===== config.mk =====
export PLATFORM = sky130hd
export DESIGN_NAME = huf_stack
export DESIGN_NICKNAME = d
export VERILOG_FILES = /design/src/rtl/huf_pkg.sv /design/src/rtl/huf_stack.sv
export SDC_FILE = /design/constraint.sdc
export NUM_CORES = 2
export LEC_CHECK = 0
export BUFFER_PORTS_ARGS = -buffer_cell sky130_fd_sc_hd__buf_2
export CAP_MARGIN = 0
export CORE_UTILIZATION = 25
export DETAILED_ROUTE_END_ITERATION = 16
export PLACE_DENSITY = 0.39
export SLEW_MARGIN = 20
export SYNTH_ARGS = -nofsm -noshare
export SYNTH_HDL_FRONTEND = slang
export SYNTH_SLANG_ARGS = --single-unit

===== constraint.sdc =====
create_clock -name clk -period 4.95 [get_ports clk]
set_input_delay 0.99 -clock clk [delete_from_list [all_inputs] [get_ports clk]]
set_output_delay 0.99 -clock clk [all_outputs]
set_load 0.01 [all_outputs]

===== src/rtl/huf_pkg.sv =====
// ----------------------------------------------------------------------------
// huf_pkg
// Shared sizes, codes and types for the Huffman tree decoder.
// ----------------------------------------------------------------------------
package huf_pkg;

  // Storage sizes
  localparam int MAX_NODES   = 511;
  localparam int STACK_DEPTH = 256;

  // Derived widths
  localparam int NODE_IW  = $clog2(MAX_NODES);        // node index
  localparam int NCNT_W   = $clog2(MAX_NODES + 1);    // node fill count
  localparam int SDEPTH_W = $clog2(STACK_DEPTH + 1);  // stack depth count
  localparam int SADDR_W  = $clog2(STACK_DEPTH);      // stack memory address
  localparam int SYM_W    = 8;

  // Item function codes
  localparam logic [1:0] FN_LEAF  = 2'd0;
  localparam logic [1:0] FN_JOIN  = 2'd1;
  localparam logic [1:0] FN_BIT   = 2'd2;
  localparam logic [1:0] FN_CLEAR = 2'd3;

  // Status codes
  localparam logic [2:0] ST_OK        = 3'd0;
  localparam logic [2:0] ST_UNDERFLOW = 3'd1;
  localparam logic [2:0] ST_FULL      = 3'd2;
  localparam logic [2:0] ST_NOT_READY = 3'd3;
  localparam logic [2:0] ST_NO_CHILD  = 3'd4;

  // One tree node as held in the node store
  typedef struct packed {
    logic               leaf;
    logic [SYM_W-1:0]   sym;
    logic [NODE_IW-1:0] left;
    logic [NODE_IW-1:0] right;
  } node_t;

  // Stack operation request
  typedef struct packed {
    logic clear;
    logic push;   // push one index
    logic merge;  // pop two, push one
  } stk_cmd_t;

  // Stack view seen by the controller
  typedef struct packed {
    logic [SDEPTH_W-1:0] depth;
    logic [NODE_IW-1:0]  tos;
    logic [NODE_IW-1:0]  nos;
  } stk_view_t;

  // One result item
  typedef struct packed {
    logic [SYM_W-1:0] sym;
    logic             sym_valid;
    logic [2:0]       status;
  } res_t;

endpackage


===== src/rtl/huf_stack.sv =====
// ----------------------------------------------------------------------------
// huf_stack
// Node index stack: top two entries in registers, the rest in a memory.
// The entry below them is prefetched every cycle, with the push forwarded.
// ----------------------------------------------------------------------------
module huf_stack (
  input  logic                        clk,
  input  logic                        rst,
  input  huf_pkg::stk_cmd_t           cmd,
  input  logic [huf_pkg::NODE_IW-1:0] new_idx,
  output huf_pkg::stk_view_t          view
);
  import huf_pkg::*;

  logic [NODE_IW-1:0]  mem [STACK_DEPTH];
  logic [SDEPTH_W-1:0] depth;
  logic [SDEPTH_W-1:0] depth_next;
  logic [NODE_IW-1:0]  tos;
  logic [NODE_IW-1:0]  nos;
  logic [NODE_IW-1:0]  third;
  logic [SDEPTH_W-1:0] wr_pos;
  logic [SDEPTH_W-1:0] rd_pos;
  logic                spill;

  // depth update
  always_comb begin
    depth_next = depth;
    if (cmd.clear) begin
      depth_next = '0;
    end else if (cmd.push) begin
      depth_next = depth + SDEPTH_W'(1);
    end else if (cmd.merge) begin
      depth_next = depth - SDEPTH_W'(1);
    end
  end

  always_ff @(posedge clk) begin
    if (rst) begin
      depth <= '0;
    end else begin
      depth <= depth_next;
    end
  end

  // cached top two entries
  always_ff @(posedge clk) begin
    if (cmd.push) begin
      nos <= tos;
      tos <= new_idx;
    end else if (cmd.merge) begin
      nos <= third;
      tos <= new_idx;
    end
  end

  // spill of the second entry into memory on push
  assign wr_pos = depth - SDEPTH_W'(2);
  assign spill  = cmd.push && (depth >= SDEPTH_W'(2));

  always_ff @(posedge clk) begin
    if (spill) begin
      mem[wr_pos[SADDR_W-1:0]] <= nos;
    end
  end

  // third entry: prefetch at the next depth, forward the spilled value
  assign rd_pos = depth_next - SDEPTH_W'(3);

  always_ff @(posedge clk) begin
    if (cmd.push) begin
      third <= nos;
    end else begin
      third <= mem[rd_pos[SADDR_W-1:0]];
    end
  end

  assign view.depth = depth;
  assign view.tos   = tos;
  assign view.nos   = nos;

endmodule


-- Word-level counts from Yosys, hierarchy flattened
Memory sizes are Yosys's and may differ from the RTL's.
Index checks and enable logic that the tools add are counted.
- add/sub/neg operators: 4
- order comparisons: 1
- mux-type cells: 10
- reduce and logical (&&, ||, !) cells: 2
- operators by type and width (cell ; count):
    2-to-1 mux 9 bit ; 8
    subtractor 8 x 2 -> 8 bit, second input constant ; 2
    adder 9 x 1 -> 9 bit, second input constant ; 1
    greater-or-equal comparator 9 x 2 -> 1 bit, second input constant ; 1
    subtractor 9 x 1 -> 9 bit, second input constant ; 1
    2-to-1 mux 1 bit ; 2
    nonzero test 2 bit ; 1
    logical AND 1 bit ; 1
- flip-flop bits (word level): 36
- RAM bits: 2304
- output and inout port bits: 27
- logic and storage cells: 22
- memories: 1
- memories (name ; depth ; width ; rd ports ; clocked after memory_dff ; write ports ; RTL line ; source):
    mem ; 256 ; 9 ; 1 ; 0 ; 1 ; huf_stack.sv:15 ; logic [NODE_IW-1:0] mem [STACK_DEPTH];

-- Depth between registers and ports, before layout
An unclocked memory read counts as a cell.
- depth in word-level cells: 7
- gate-level depth with buffers: 21
- depth with buffers taken out: 15

-- Least setup slack after synthesis
OpenSTA, ideal clock, no wires.
- kind: in2reg
- start: in cmd[0] in the netlist's numbering
- end: reg third[6]
- arrival time: 5.245 ns
- path slack: -0.428 ns
- cell stages on the path: 18
- buffers on the path: 9
- path through: or3_1 nand3_2 inv_4 buf_4 buf_4 buf_4 buf_2 ha_1 buf_2 buf_1 buf_1 clkbuf_1 clkbuf_1 mux4_2 a2111oi_0 o31ai_1 o211ai_1 nand4_1
- cells in the longest elaborated chain, start to end: 6
- RTL lines (what ; RTL line ; source):
    start, declared ; huf_stack.sv:9 ; input huf_pkg::stk_cmd_t cmd,
    2-to-1 mux 9 bit ; huf_stack.sv:32 ; end else if (cmd.merge) begin
    2-to-1 mux 9 bit ; huf_stack.sv:30 ; end else if (cmd.push) begin
    2-to-1 mux 9 bit ; huf_stack.sv:28 ; if (cmd.clear) begin
    net depth_next[0] ; huf_stack.sv:17 ; logic [SDEPTH_W-1:0] depth_next;
    subtractor 8 x 2 -> 8 bit ; huf_stack.sv:67 ; assign rd_pos = depth_next - SDEPTH_W'(3);
    memory (256 x 9 bit) ; -- ;
    2-to-1 mux 9 bit ; huf_stack.sv:70 ; if (cmd.push) begin
    end signal, assigned ; huf_stack.sv:71 ; third <= nos;
    end signal, assigned ; huf_stack.sv:73 ; third <= mem[rd_pos[SADDR_W-1:0]];
    end, declared ; huf_stack.sv:20 ; logic [NODE_IW-1:0] third;
The timed path passes the listed nets, and every way through them passes these cells.
A chain may end at the register's enable or synchronous reset.

-- Worst setup path after layout
- start: reg depth[2]
- end: reg third[6]
- cells in the longest elaborated chain, start to end: 7
- RTL lines (what ; RTL line ; source):
    start, declared ; huf_stack.sv:16 ; logic [SDEPTH_W-1:0] depth;
    start signal, assigned ; huf_stack.sv:41 ; depth <= depth_next;
    subtractor 9 x 1 -> 9 bit ; huf_stack.sv:33 ; depth_next = depth - SDEPTH_W'(1);
    2-to-1 mux 9 bit ; huf_stack.sv:32 ;
    2-to-1 mux 9 bit * ; huf_stack.sv:30 ;
    2-to-1 mux 9 bit * ; huf_stack.sv:28 ;
    subtractor 8 x 2 -> 8 bit * ; huf_stack.sv:67 ;
    memory (256 x 9 bit) * ; -- ;
    2-to-1 mux 9 bit * ; huf_stack.sv:70 ;
Every way passes the cells marked *; elsewhere a longest branch is shown, timed or not.

==> flow_summary_export.csv <==
group,metric,value,unit
synth,ys_top_cells_by_area,"edfxtp_1 76%, mux4_2 12%, nand2_1 2.3%",
clock_tree,cts_tree,"done",
layout,fillCellCount,35600,
drt,wl_per_cell,29.3,um
clock_tree,cts_root_buf,"clkbuf_16",
synth,synthTopCellsByCount,"2,322 x edfxtp_1, 572 x nand2_1, 491 x mux4_2, 329 x nor2_1, 185 x nand3_1",
floorplan,die_area,370000,um^2
worst_setup_path,max_stage_delay,0.48,ns
floorplan,die_h,609,um
floorplan,dieWidth,609,um
worst_setup_path,rr_endpoint,"third[6]",
power,p_sw_share,26.4,%
power,peakVddDrop,0.000242,V
place,post-place-ws,-0.516,ns
power,leakage,35.7,nW
drt,drc,0,
worst_setup_path,worstPathCellList,"inv_1 > ha_1 > nor4bb_1 > nor3_1 > o211a_1 > buf_4 > nor3_4 > buf_12 > buf_12 > a21oi_1 > buf_4 > a31oi_1 > buf_4 > a211oi_1 > o31ai_1 > buf_4 > nand4_1",
drt,drtIter0Drc,4965,
synth,yosysUniqueCellTypes,85,
floorplan,core,366000,um^2
power,power_frac_seq,47.2,%
timing,maxSlewHeadroom,23.9,%
power,p_per_area,439,nW/um^2
timing,finalCriticalPeriod,4.83,ns
synth,syn_avg_cell_area,19.0,um^2
worst_setup_path,crit_required,5.70,ns
timing,finalSetupTns,0,ns
floorplan,start_util,25.1,%
grt,grt_first_pass_wirelength,426000,um
layout,area_delta_synth_final,20.7,%
worst_setup_path,arrival,5.58,ns
hold_path,holdPathEnd,"tos[4]",
timing,setup_viol,0,
place,port_buffers,40,
power,power,48.7,mW
grt,antenna_found_initial,20,
timing,post-route-period-util,97.5,%
worst_setup_path,crit_path_end_kind,"flip-flop",
synth,synth_top_area_share,75.8,%
run_status,outcome,"completed",
synth,synth_nets,4873,
timing,slew_violations,0,
grt,gr-total-overflow,0,
worst_setup_path,cp_slowest_cell,"dfxtp_1",
hold_path,min-delay-start,"new_idx[4]",
timing,setup_ws,0.122,ns
clock_tree,cts_buffers,273,
drt,viasPerCell,4.70,
layout,drive_gt1_share,28.0,%
hold_path,worstHoldPathCells,1,
worst_setup_path,r2r_slack,0.12,ns
worst_setup_path,r2r_start,"depth[2]",
synth,async_reset_ff_share,0,%
worst_setup_path,rr_worst_depth,17,
power,p_switching,12.9,mW
place,dp_hpwl,194000,um
timing,hold_violations,0,
worst_setup_path,cp-start-kind,"flip-flop",
synth,syn_inst,4852,
drt,dr.pass1.iters,7,
power,internal_power,35.9,mW
timing,worstMarginPinSlew,1.14,ns
synth,ys.flop_type,"edfxtp_1",
timing,hold_slack,0.269,ns
clock_tree,cts_htree_levels,5,
clock_tree,path_clk_slew,0.06,ns
floorplan,ios,41,
drt,ant_nets,0,
hold_path,hp-class,"in -> reg",
clock_tree,clock_latency,0.89,ns
timing,max_freq,0.207,GHz
synth,ys_ff_latch,2340,
synth,syn_area,92000,um^2
timing,finClkSkew,0.0399,ns
drt,vias,49300,
synth,synth_edf_count,2322,
flow_run,cap_violations,0,
place,gp_congestion,0.799,
synth,yosysSeqAreaShare,76.2,%
power,clock_power_share,39.8,%
power,combPwrFrac,13.0,%
worst_setup_path,path_class,"reg -> reg",
worst_setup_path,critPathMaxFanout,13,
grt,grt_pass1_vias,50600,
timing,rsz0062_at_grt,"false",
layout,fin_nets,5511,
synth,yosys_warnings,0,
floorplan,num_rows,222,
worst_setup_path,crit_path_frequent_cell,"buf_4",
synth,synth_most_common_cell,"edfxtp_1",
grt,grt_usage,16.3,%
clock_tree,clockBufferDepth,4,
synth,yosysTopAreaCell,"edfxtp_1",
grt,grt_max_degree,174,
clock_tree,cts_num_sinks,2340,
drt,wirelength,307000,um
[cell type report]
cell class                      count  area, um^2  share of cell area [%]
Tap cell                         4816        6030                    5.43
Sequential cell                  2340       70100                    63.1
Inverter                           11        57.6                  0.0518
Multi-Input combinational cell   2202       20700                    18.6
Clock buffer                      333        7150                    6.44
Timing Repair Buffer              662        5810                    5.23
Antenna cell                        1        2.50                 0.00225
Clock inverter                    140        1260                    1.13
[through the flow]
stage / std cells / util, % / instance area, um^2
after floorplan: 4852 / - / 92100
after global placement: 10000 / 28.0 / 102000
after detailed placement: 10000 / 28.0 / 103000
after CTS: 10500 / 30.3 / 111000
after global routing: 10500 / 30.4 / 111000
final: 10500 / 30.4 / 111000
[kinds of logic after synthesis]
| group | count (synthesis) | share of synthesized area [%] |
|---|---|---|
| compound gates | 317 | 2.54 |
| buf+inv | 310 | 1.62 |
| fa+ha+maj | 7 | 0.0952 |
| mux | 658 | 13.9 |
| simple gates | 1205 | 5.54 |
| flops | 2340 | 76.2 |
| xor+xnor | 15 | 0.151 |
[critical path: cells and delay by family, from the launching register on]
kind            cells  cell delay, ns
fa+ha+maj           1            0.42
compound gates      5            1.39
flops               1            0.48
buf+inv             7            1.36
simple gates        4            1.02
[power by group through the flow]
stage / Clock (mW) / Combinational, mW / Sequential [mW]
after global placement: 0 / 6.37 / 23.4
final: 19.4 / 6.34 / 23.0
after floorplan: 0 / 2.40 / 24.2
after detailed placement: 0 / 6.46 / 23.4
after CTS: 19.9 / 6.48 / 23.0
after global routing: 20.6 / 6.69 / 23.0
[flip-flops by register name, summed over array words and instances, names as in the netlist]
register  count
third         9
tos           9
depth         9
nos           9
mem        2304
[metal layers]
metal  global-route usage [%]  vias to the layer above  share of wire (%)
li1                         -                    20900                  -
met5                        0                        -              0.018
met4                     4.02                        8                2.5
met2                     26.7                     1276                 48
met1                     22.8                    26800                 45
met3                     2.29                      390                4.6
[layout by cell type, fill, tap and decap left out, types with 41 or more instances in the layout]
cell	Yosys	routed
edfxtp_1	2322	2322
nand2_1	572	555
buf_4	50	544
mux4_2	491	491
nor2_1	329	325
clkbuf_16	0	274
nand3_1	185	185
mux2i_1	141	141
buf_12	0	71
clkinv_1	2	58
a21oi_1	56	56
clkbuf_1	130	52
a31oi_1	41	41
[worst max-delay path by stage]
stage / startpoint / endpoint / slack [ns] / cells after the start
6_report: depth[2] / third[6] / 0.12 / 17
5_1_grt: depth[2] / third[0] / 0.007 / 15
4_1_cts: depth[2] / third[8] / 0.008 / 13
3_5_place_dp: cmd[0] / third[1] / -0.52 / 16
3_3_place_gp: cmd[0] / third[0] / -1.49 / 15
2_1_floorplan: cmd[0] / third[7] / 0.02 / 20
[timing repair]
action | 4_1_cts | 5_1_grt
resized for setup | 1 | 5
hold buffers | 0 | 0
buffers inserted | 0 | 0
endpoints found under the setup margin | 1 | 2
No activity file was read; power rests on OpenSTA's default activity.
