## config.mk

```make
export PLATFORM = sky130hd
export DESIGN_NAME = huf_out_q
export DESIGN_NICKNAME = d
export VERILOG_FILES = /design/src/rtl/huf_pkg.sv /design/src/rtl/huf_out_q.sv
export SDC_FILE = /design/constraint.sdc
export NUM_CORES = 1
export LEC_CHECK = 0
export ABC_AREA = 1
export CAP_MARGIN = 20
export CORE_UTILIZATION = 40
export DETAILED_ROUTE_END_ITERATION = 8
export DONT_BUFFER_PORTS = 1
export GPL_ROUTABILITY_DRIVEN = 0
export HOLD_SLACK_MARGIN = 0.15
export PLACE_DENSITY = 0.67
export SYNTH_ARGS = -nofsm -noshare
export SYNTH_HDL_FRONTEND = slang
export SYNTH_SLANG_ARGS = --single-unit
```

## constraint.sdc

```tcl
create_clock -name clk -period 1.28 [get_ports clk]
set_input_delay 0.384 -clock clk [delete_from_list [all_inputs] [get_ports clk]]
set_output_delay 0.384 -clock clk [all_outputs]
set_load 0.01 [all_outputs]
```

## src/rtl/huf_pkg.sv

```systemverilog
// ----------------------------------------------------------------------------
// huf_pkg
// Shared sizes, codes and types for the Huffman tree decoder.
// ----------------------------------------------------------------------------
package huf_pkg;

  // Storage sizes
  localparam int MAX_NODES   = 511;
  localparam int STACK_DEPTH = 256;

  // Derived widths
  localparam int NODE_IW  = $clog2(MAX_NODES);        // node index
  localparam int NCNT_W   = $clog2(MAX_NODES + 1);    // node fill count
  localparam int SDEPTH_W = $clog2(STACK_DEPTH + 1);  // stack depth count
  localparam int SADDR_W  = $clog2(STACK_DEPTH);      // stack memory address
  localparam int SYM_W    = 8;

  // Item function codes
  localparam logic [1:0] FN_LEAF  = 2'd0;
  localparam logic [1:0] FN_JOIN  = 2'd1;
  localparam logic [1:0] FN_BIT   = 2'd2;
  localparam logic [1:0] FN_CLEAR = 2'd3;

  // Status codes
  localparam logic [2:0] ST_OK        = 3'd0;
  localparam logic [2:0] ST_UNDERFLOW = 3'd1;
  localparam logic [2:0] ST_FULL      = 3'd2;
  localparam logic [2:0] ST_NOT_READY = 3'd3;
  localparam logic [2:0] ST_NO_CHILD  = 3'd4;

  // One tree node as held in the node store
  typedef struct packed {
    logic               leaf;
    logic [SYM_W-1:0]   sym;
    logic [NODE_IW-1:0] left;
    logic [NODE_IW-1:0] right;
  } node_t;

  // Stack operation request
  typedef struct packed {
    logic clear;
    logic push;   // push one index
    logic merge;  // pop two, push one
  } stk_cmd_t;

  // Stack view seen by the controller
  typedef struct packed {
    logic [SDEPTH_W-1:0] depth;
    logic [NODE_IW-1:0]  tos;
    logic [NODE_IW-1:0]  nos;
  } stk_view_t;

  // One result item
  typedef struct packed {
    logic [SYM_W-1:0] sym;
    logic             sym_valid;
    logic [2:0]       status;
  } res_t;

endpackage

```

## src/rtl/huf_out_q.sv

```systemverilog
// ----------------------------------------------------------------------------
// huf_out_q
// Two-entry result queue between the decoder core and the output channel.
// ----------------------------------------------------------------------------
module huf_out_q (
  input  logic          clk,
  input  logic          rst,
  input  logic          push,
  input  huf_pkg::res_t push_data,
  output logic          room,
  output logic          out_valid,
  input  logic          out_ready,
  output huf_pkg::res_t head
);
  import huf_pkg::*;

  res_t       slots [2];
  logic       wr_ptr;
  logic       rd_ptr;
  logic [1:0] cnt;
  logic       pop;

  assign pop       = out_valid && out_ready;
  assign out_valid = (cnt != 2'd0);
  assign room      = (cnt != 2'd2);
  assign head      = slots[rd_ptr];

  // pointers and fill count
  always_ff @(posedge clk) begin
    if (rst) begin
      wr_ptr <= 1'b0;
      rd_ptr <= 1'b0;
      cnt    <= 2'd0;
    end else begin
      if (push) begin
        wr_ptr <= !wr_ptr;
      end
      if (pop) begin
        rd_ptr <= !rd_ptr;
      end
      cnt <= cnt + 2'(push) - 2'(pop);
    end
  end

  // storage
  always_ff @(posedge clk) begin
    if (push) begin
      slots[wr_ptr] <= push_data;
    end
  end

endmodule

```

**After elaboration in Yosys (flattened, before gate mapping)**

Memories as Yosys holds them, arrays and structs flattened. A register that Yosys moved wholly into a read port is not among the register bits.
Index checks and enable logic that the tools add are counted.

- Bits in registers: 4
- RAM bits: 24
- Bits of input ports: 16
- Output and inout port bits: 14
- Word-level logic and storage cells: 15
- Memories: 1

Memories:

| name | depth | width | read ports | clocked after Yosys merged registers in | write ports | line | source |
|---|---|---|---|---|---|---|---|
| slots | 2 | 12 | 1 | 1 | 1 | huf_out_q.sv:17 | `res_t slots [2];` |

- Add/sub/neg operators: 2
- Equality and inequality tests: 1
- Muxes and demuxes: 4
- Reduce and logical (&&, ||, !) cells: 4

Operators by type and width:

| cell | count |
|---|---|
| 2-to-1 mux 1 bit | 4 |
| adder 2 x 1 -> 2 bit | 1 |
| zero test 1 bit | 2 |
| inequality test 2 bit (second input constant) | 1 |
| nonzero test 2 bit | 1 |
| subtractor 2 x 1 -> 2 bit | 1 |
| logical AND 1 bit | 1 |

**Longest topological paths before layout**

Gate-level depths: netlist (run 1).

- Depth in word-level cells: 4
- Depth in mapped cells: 10
- Depth with buffers taken out: 10

**Worst setup path after synthesis (run 1)**

OpenSTA, ideal clock, no wires.

- Path kind: input -> register
- From: input port push
- To: memory slots[0][0] (netlist name) (enable)
- Setup time: 0.380 ns
- Data arrival time: 0.939 ns
- Data required time: 0.900 ns
- Slack: -0.039 ns
- Stages on the path: 2
- Path buffers: 0
- Path through: inv_1 -> nor2_1

- Longest elaborated chain between the ends: 2

RTL lines:

| element | line | source |
|---|---|---|
| start: declaration | huf_out_q.sv:8 | `input logic push,` |
| 2-to-1 mux 1 bit | huf_out_q.sv:47 | `if (push) begin` |
| 2-to-1 mux 1 bit (implied by the code) | huf_out_q.sv:48 | `slots[wr_ptr] <= push_data;` |
| end: declaration | huf_out_q.sv:17 |  |

No other way between the ends.

==> qor.yml, run 1 <==
power_and_ir_drop:
  p_leak_nw: 0.608
  vdd_ir_drop_max_mv: 1.12
  cellPowerDensity_nw_per_um2: 1720
  power_w: 0.00268
global_routing:
  grt_max_degree: 12
  track_usage_pct: 12.4
  grt_pass1_wl_um: 2730
  antenna_found_initial: 0
  first_global_vias: 636
  grt_remaining_overflow: 0
drt:
  ant_nets: 0
  drt_pass1_iterations: 4
  wirelength_um: 1940
  vias: 644
  vias_per_cell: 4.84
  post_drt_wl_per_cell_um: 14.6
  drc: 0
  dr.first_iter.drc_count: 5
logic_synthesis:
  ys_types: 12
  yosysWarnings: 0
  yosysSeqAreaShare_pct: 71.8
  synth_area_sq_um: 1140
  synth_fp_nets: 91
  synthTopCellsByArea: "edfxtp_1, mux2_4, dfxtp_1, inv_1, nor2_1"
  synth_largest_area_cell: "edfxtp_1"
  synth_area_per_cell_sq_um: 15.7
  syn_inst: 73
  synth_top_area_share_pct: 63.0
  synth_seq_cells: 29
critical_path:
  critPathArrivalTime_ps: 1180
  critPathCapture: "head[5]"
  cp-end-kind: "output port"
  reg2reg_from: "cnt[0]"
  ff2ff_setup_slack_ps: -70
  worst_setup_path_start_kind: "flop"
  worst-path-max-fanout: 5
  reg2reg_to: "cnt[1]"
  reg2reg_depth: 9
  cp.required_ps: 900
  path_class: "flop to output port"
die:
  core_area_sq_um: 2730
  dieArea_sq_um: 3080
  ios: 30
  rows: 19
  start_util_pct: 41.8
  die_w_um: 55.5
  die_y_um: 55.5
status:
  violations: "negative setup slack"
  status: "complete, but fails checks"
placement:
  placed_cell_area_sq_um: 1250
  dp_hpwl_um: 1220
  pre_cts_ws_ps: -118
  numPortBuffers: 0
cts:
  cts_max_path_buffers: 2
  clk_pin_slew_ps: 90
  cts_tree: "yes"
  htreeDepth: 2
  cts-buffers-inserted: 5
  root_buffer: "clkbuf_4"
  clk_latency_ps: 320
  cts.sinks: 29
worst_hold_path:
  hp-start: "rst"
  hold_path.class: "input port to flop"
sta:
  fin_ws_ps: -280
  drv_slew: 0
  max_freq_ghz: 0.641
  relSlewSlack_pct: 88.7
  fin_crit_sh_pct: 122
  skew_ps: 9.00
  hold_viol: 0
  setup_viol: 14
  rsz0062_at_grt: "yes"
  tns_ps: -3320
  holdWs_ps: 215
  tightest_slew_ps: 169
  fin_crit_ps: 1560
cells_and_area:
  final_nets: 119
  areaGrowthSynthToFinish_pct: 35.7
  diodes: 0
  mostFrequentLayoutCells: "edfxtp_1, dlygate4sd3_1, mux2_4, nor2_1"
  fillCellCount: 219
  drive_gt1_share_pct: 45.1
  design_area_sq_um: 1550
  layout_commonest_cell: "edfxtp_1"
run:
  cap_violations: 0
-- area by class of cell --
type                    count  area [sq um]  area share (%)
inverters                   9          36.3            2.34
clock buffers               6          41.3            2.66
repair buffers             22           244            15.7
well taps                  31          38.8            2.50
flip-flops and latches     29           827            53.3
clock inverters             2          10.0           0.645
multi-input cells          34           354            22.8
-- cells in the mapped netlist --
cell	count
nor3_1	1
inv_1	9
nor2_1	9
mux2_4	10
mux2_2	2
nand3_1	2
nand2_1	7
dfxtp_1	5
buf_6	1
ha_1	2
a21oi_1	1
edfxtp_1	24
-- critical path: stages, from the launching register on --
cell and delay, ps:
dfxtp_4 390, clkbuf_16 150, mux2_4 310
-- cell families after synthesis --
| group | count (synthesis) | share of synthesized area [%] |
|---|---|---|
| adder cells (fa/ha/maj) | 2 | 2.19 |
| AND/OR/NAND/NOR | 19 | 6.56 |
| buffers and inverters | 10 | 3.94 |
| AO/OA/AOI/OAI | 1 | 0.437 |
| multiplexers | 12 | 15.1 |
| flip-flops | 29 | 71.8 |
-- sequential cells by signal, indices dropped and copies added (netlist names), named ones only --
register,cells
slots,24
rd_ptr,1
cnt,2
wr_ptr,1
-- per-stage QoR --
stage / util, % / std cells
after global routing: 56.8 / 133
after detailed placement: 45.8 / 109
after CTS: 53.6 / 130
after global placement: 45.8 / 109
after floorplan: - / 73
final: 56.8 / 133
-- timing repair --
action	in CTS	in global routing
hold buffers	13	0
setup endpoints to repair	16	16
gates cloned	0	1
endpoints found under the hold margin	26	0
pin swaps	7	6
gates resized for setup	11	11
setup buffers	0	2
-- worst min path at each step --
stage	end	slack, ps	cells after the start
after floorplan	cnt[0]	460	1
after global placement	cnt[0]	460	1
after detailed placement	cnt[0]	460	1
after CTS	cnt[1]	190	3
after global routing	wr_ptr	200	2
final	cnt[1]	220	3
-- routing by layer --
layer	part of all wire (%)	up-vias	routed length, um	global-route usage, %
li1	-	312	-	-
met2	49	27	948	20.0
met1	41	300	786	12.3
met5	0	-	0	0
met3	8.7	5	168	7.96
met4	1.7	0	33	6.43
-- report_power, final --
group	switching, W	internal (W)
Clock	0.000299	0.000209
Sequential	0.0000708	0.00113
Combinational	0.000451	0.000516
Total	0.000821	0.00185
Power figures use the tool's default switching activity.
==> run 2, diff against run 1 <==
--- a/config.mk
+++ b/config.mk
@@ -7,12 +7,13 @@
 export LEC_CHECK = 0
 export ABC_AREA = 1
 export CAP_MARGIN = 20
-export CORE_UTILIZATION = 40
+export CORE_UTILIZATION = 52
 export DETAILED_ROUTE_END_ITERATION = 8
 export DONT_BUFFER_PORTS = 1
 export GPL_ROUTABILITY_DRIVEN = 0
 export HOLD_SLACK_MARGIN = 0.15
-export PLACE_DENSITY = 0.67
+export PLACE_DENSITY = 0.81
+export SKIP_LAST_GASP = 1
 export SYNTH_ARGS = -nofsm -noshare
 export SYNTH_HDL_FRONTEND = slang
 export SYNTH_SLANG_ARGS = --single-unit
==> run 2 against run 1 <==
Net effect: largest power group unchanged; sequential power about the same; sequential cell count did not move; the flow still finishes with violations (negative setup slack); cell count fell by 2.3%; critical path depth did not move; utilization increased by 17 points; die area shrank 22%; critical endpoint is now head[3]; fmax up 2.5%; clock skew is 1.9 ps higher; clock-buffer cell count fell by 1; routed wire length fell by 6.2%; hold slack gained 32 ps.
==> qor.yml, run 2 (same netlist as run 1, synthesis figures left out) <==
power_and_ir_drop:
  cellPowerDensity_nw_per_um2: 1690  # was 1720 nW/um^2
  power_w: 0.00252  # was 0.00268 W
  vdd_ir_drop_max_mv: 1.25  # was 1.12 mV
  p_leak_nw: 0.596  # was 0.608 nW
critical_path:
  cp.required_ps: 900  # about the same
  cp-end-kind: "output port"  # unchanged
  reg2reg_depth: 9  # unchanged
  ff2ff_setup_slack_ps: -100  # was -70 ps
  reg2reg_from: "cnt[0]"  # unchanged
  path_class: "flop to output port"  # unchanged
  critPathCapture: "head[3]"  # was head[5]
  worst-path-max-fanout: 5  # unchanged
  critPathArrivalTime_ps: 1140  # was 1180 ps
  worst_setup_path_start_kind: "flop"  # unchanged
  reg2reg_to: "cnt[1]"  # unchanged
drt:
  vias: 637  # was 644
  drc: 0  # unchanged
  vias_per_cell: 4.90  # was 4.84
  wirelength_um: 1820  # was 1940 um
  drt_pass1_iterations: 4  # unchanged
  post_drt_wl_per_cell_um: 14.0  # was 14.6 um
  dr.first_iter.drc_count: 25  # was 5
  ant_nets: 0  # unchanged
sta:
  fin_crit_sh_pct: 119  # was 122%
  tns_ps: -2890  # was -3320 ps
  drv_slew: 0  # unchanged
  fin_crit_ps: 1520  # was 1560 ps
  hold_viol: 0  # unchanged
  rsz0062_at_grt: "yes"  # unchanged
  setup_viol: 13  # was 14
  fin_ws_ps: -242  # was -280 ps
  skew_ps: 10.9  # was 9.00 ps
  max_freq_ghz: 0.657  # was 0.641 GHz
  tightest_slew_ps: 175  # was 169 ps
  relSlewSlack_pct: 88.3  # was 88.7%
  holdWs_ps: 247  # was 215 ps
worst_hold_path:
  hp-start: "push"  # was rst
  hold_path.class: "input port to flop"  # unchanged
cells_and_area:
  biggestRegsByFlops: "slots x24, cnt x2"  # unchanged
  multi_input_area_sq_um: 328  # was 354 sq um
  drive_gt1_share_pct: 41.7  # was 45.1%
  final_nets: 120  # was 119
  regArea_sq_um: 827  # unchanged
  largest_reg_flops: 24  # unchanged
  areaGrowthSynthToFinish_pct: 30.6  # was 35.7%
  top_register: "slots"  # unchanged
  fillCellCount: 132  # was 219
  diodes: 0  # unchanged
  instances_no_fill: 130  # was 133
  mostFrequentLayoutCells: "edfxtp_1, dlygate4sd3_1, mux2_4, nor2_1, buf_4"  # was edfxtp_1, dlygate4sd3_1, mux2_4, nor2_1
  layout_commonest_cell: "edfxtp_1"  # unchanged
global_routing:
  grt_remaining_overflow: 0  # unchanged
  grt_max_degree: 14  # was 12
  track_usage_pct: 18.3  # was 12.4%
  antenna_found_initial: 0  # unchanged
  grt_pass1_wl_um: 3130  # was 2730 um
  first_global_vias: 693  # was 636
die:
  start_util_pct: 56.6  # was 41.8%
  core_area_sq_um: 2020  # was 2730 sq um
  ios: 30  # unchanged
  dieArea_sq_um: 2390  # was 3080 sq um
  die_w_um: 48.9  # was 55.5 um
  rows: 16  # was 19
  die_y_um: 48.9  # was 55.5 um
placement:
  dp_cells: 104  # was 109
  pre_cts_ws_ps: -119  # was -118 ps
  dp_hpwl_um: 1190  # was 1220 um
  numPortBuffers: 0  # unchanged
cts:
  clk_pin_slew_ps: 90  # about the same
  cts_max_path_buffers: 2  # unchanged
  cts.sinks: 29  # unchanged
  root_buffer: "clkbuf_4"  # unchanged
  htreeDepth: 2  # unchanged
  cts-buffers-inserted: 5  # unchanged
  cts_tree: "yes"  # unchanged
  clk_latency_ps: 300  # was 320 ps
status:
  violations: "negative setup slack"  # unchanged
  status: "complete, but fails checks"  # unchanged
run:
  cap_violations: 0  # unchanged
## run 2: cell count changes in the layout (fill, tap and decap cells not counted), moves of 2 or more
cell	delta
nor2_2	+2
clkinv_1	+2
buf_6	+2
buf_12	-2
nor2_4	-2
## run 2: worst min-delay path by stage
stage / depth (start not counted) / slack [ps] / endpoint
final: 2 / 250 / wr_ptr
after global routing: 3 / 230 / cnt[1]
after CTS: 0 / 160 / slots[1][5]
after detailed placement: 1 / 460 / cnt[0]
after global placement: 1 / 460 / cnt[0]
after floorplan: 1 / 460 / cnt[0]
## run 2: cell type report
| type | count | share of cell area, % |
|---|---|---|
| inverters | 9 | 2.43 |
| clock inverters | 3 | 0.838 |
| repair buffers | 23 | 14.7 |
| clock buffers | 5 | 2.51 |
| flip-flops and latches | 29 | 55.4 |
| well taps | 27 | 2.26 |
| multi-input cells | 34 | 21.9 |
## run 2: repair_timing
item	CTS	global route
buffers inserted	3	1
gates resized for setup	13	7
setup endpoints to repair	15	16
pin swaps	6	2
hold endpoints to repair	13	13
gates cloned	0	0
hold buffers	7	7
## run 2: routing by layer
metal	wire (um)	up-vias	GRT usage [%]
met1	720	300	20.5
li1	-	311	-
met4	8	0	5.88
met5	0	-	0
met2	987	24	31.7
met3	101	2	7.17
## run 2: through the flow
step | utilization (%) | instance area [sq um]
finish | 73.9 | 1490
global route | 73.9 | 1490
CTS | 68.8 | 1390
detailed placement | 60.1 | 1210
global placement | 60.1 | 1210
floorplan | - | 1150
## run 2: critical path, cell delays in order (launching register included)
cell and delay, ps:
dfxtp_4 370, buf_6 130, mux2_4 320
## run 2: power by group
group	leakage (nW)	switching, W	internal (W)
clock network	0.0300	0.000281	0.000198
logic	0.298	0.000417	0.000442
registers	0.268	0.0000541	0.00113
total	0.596	0.000752	0.00177
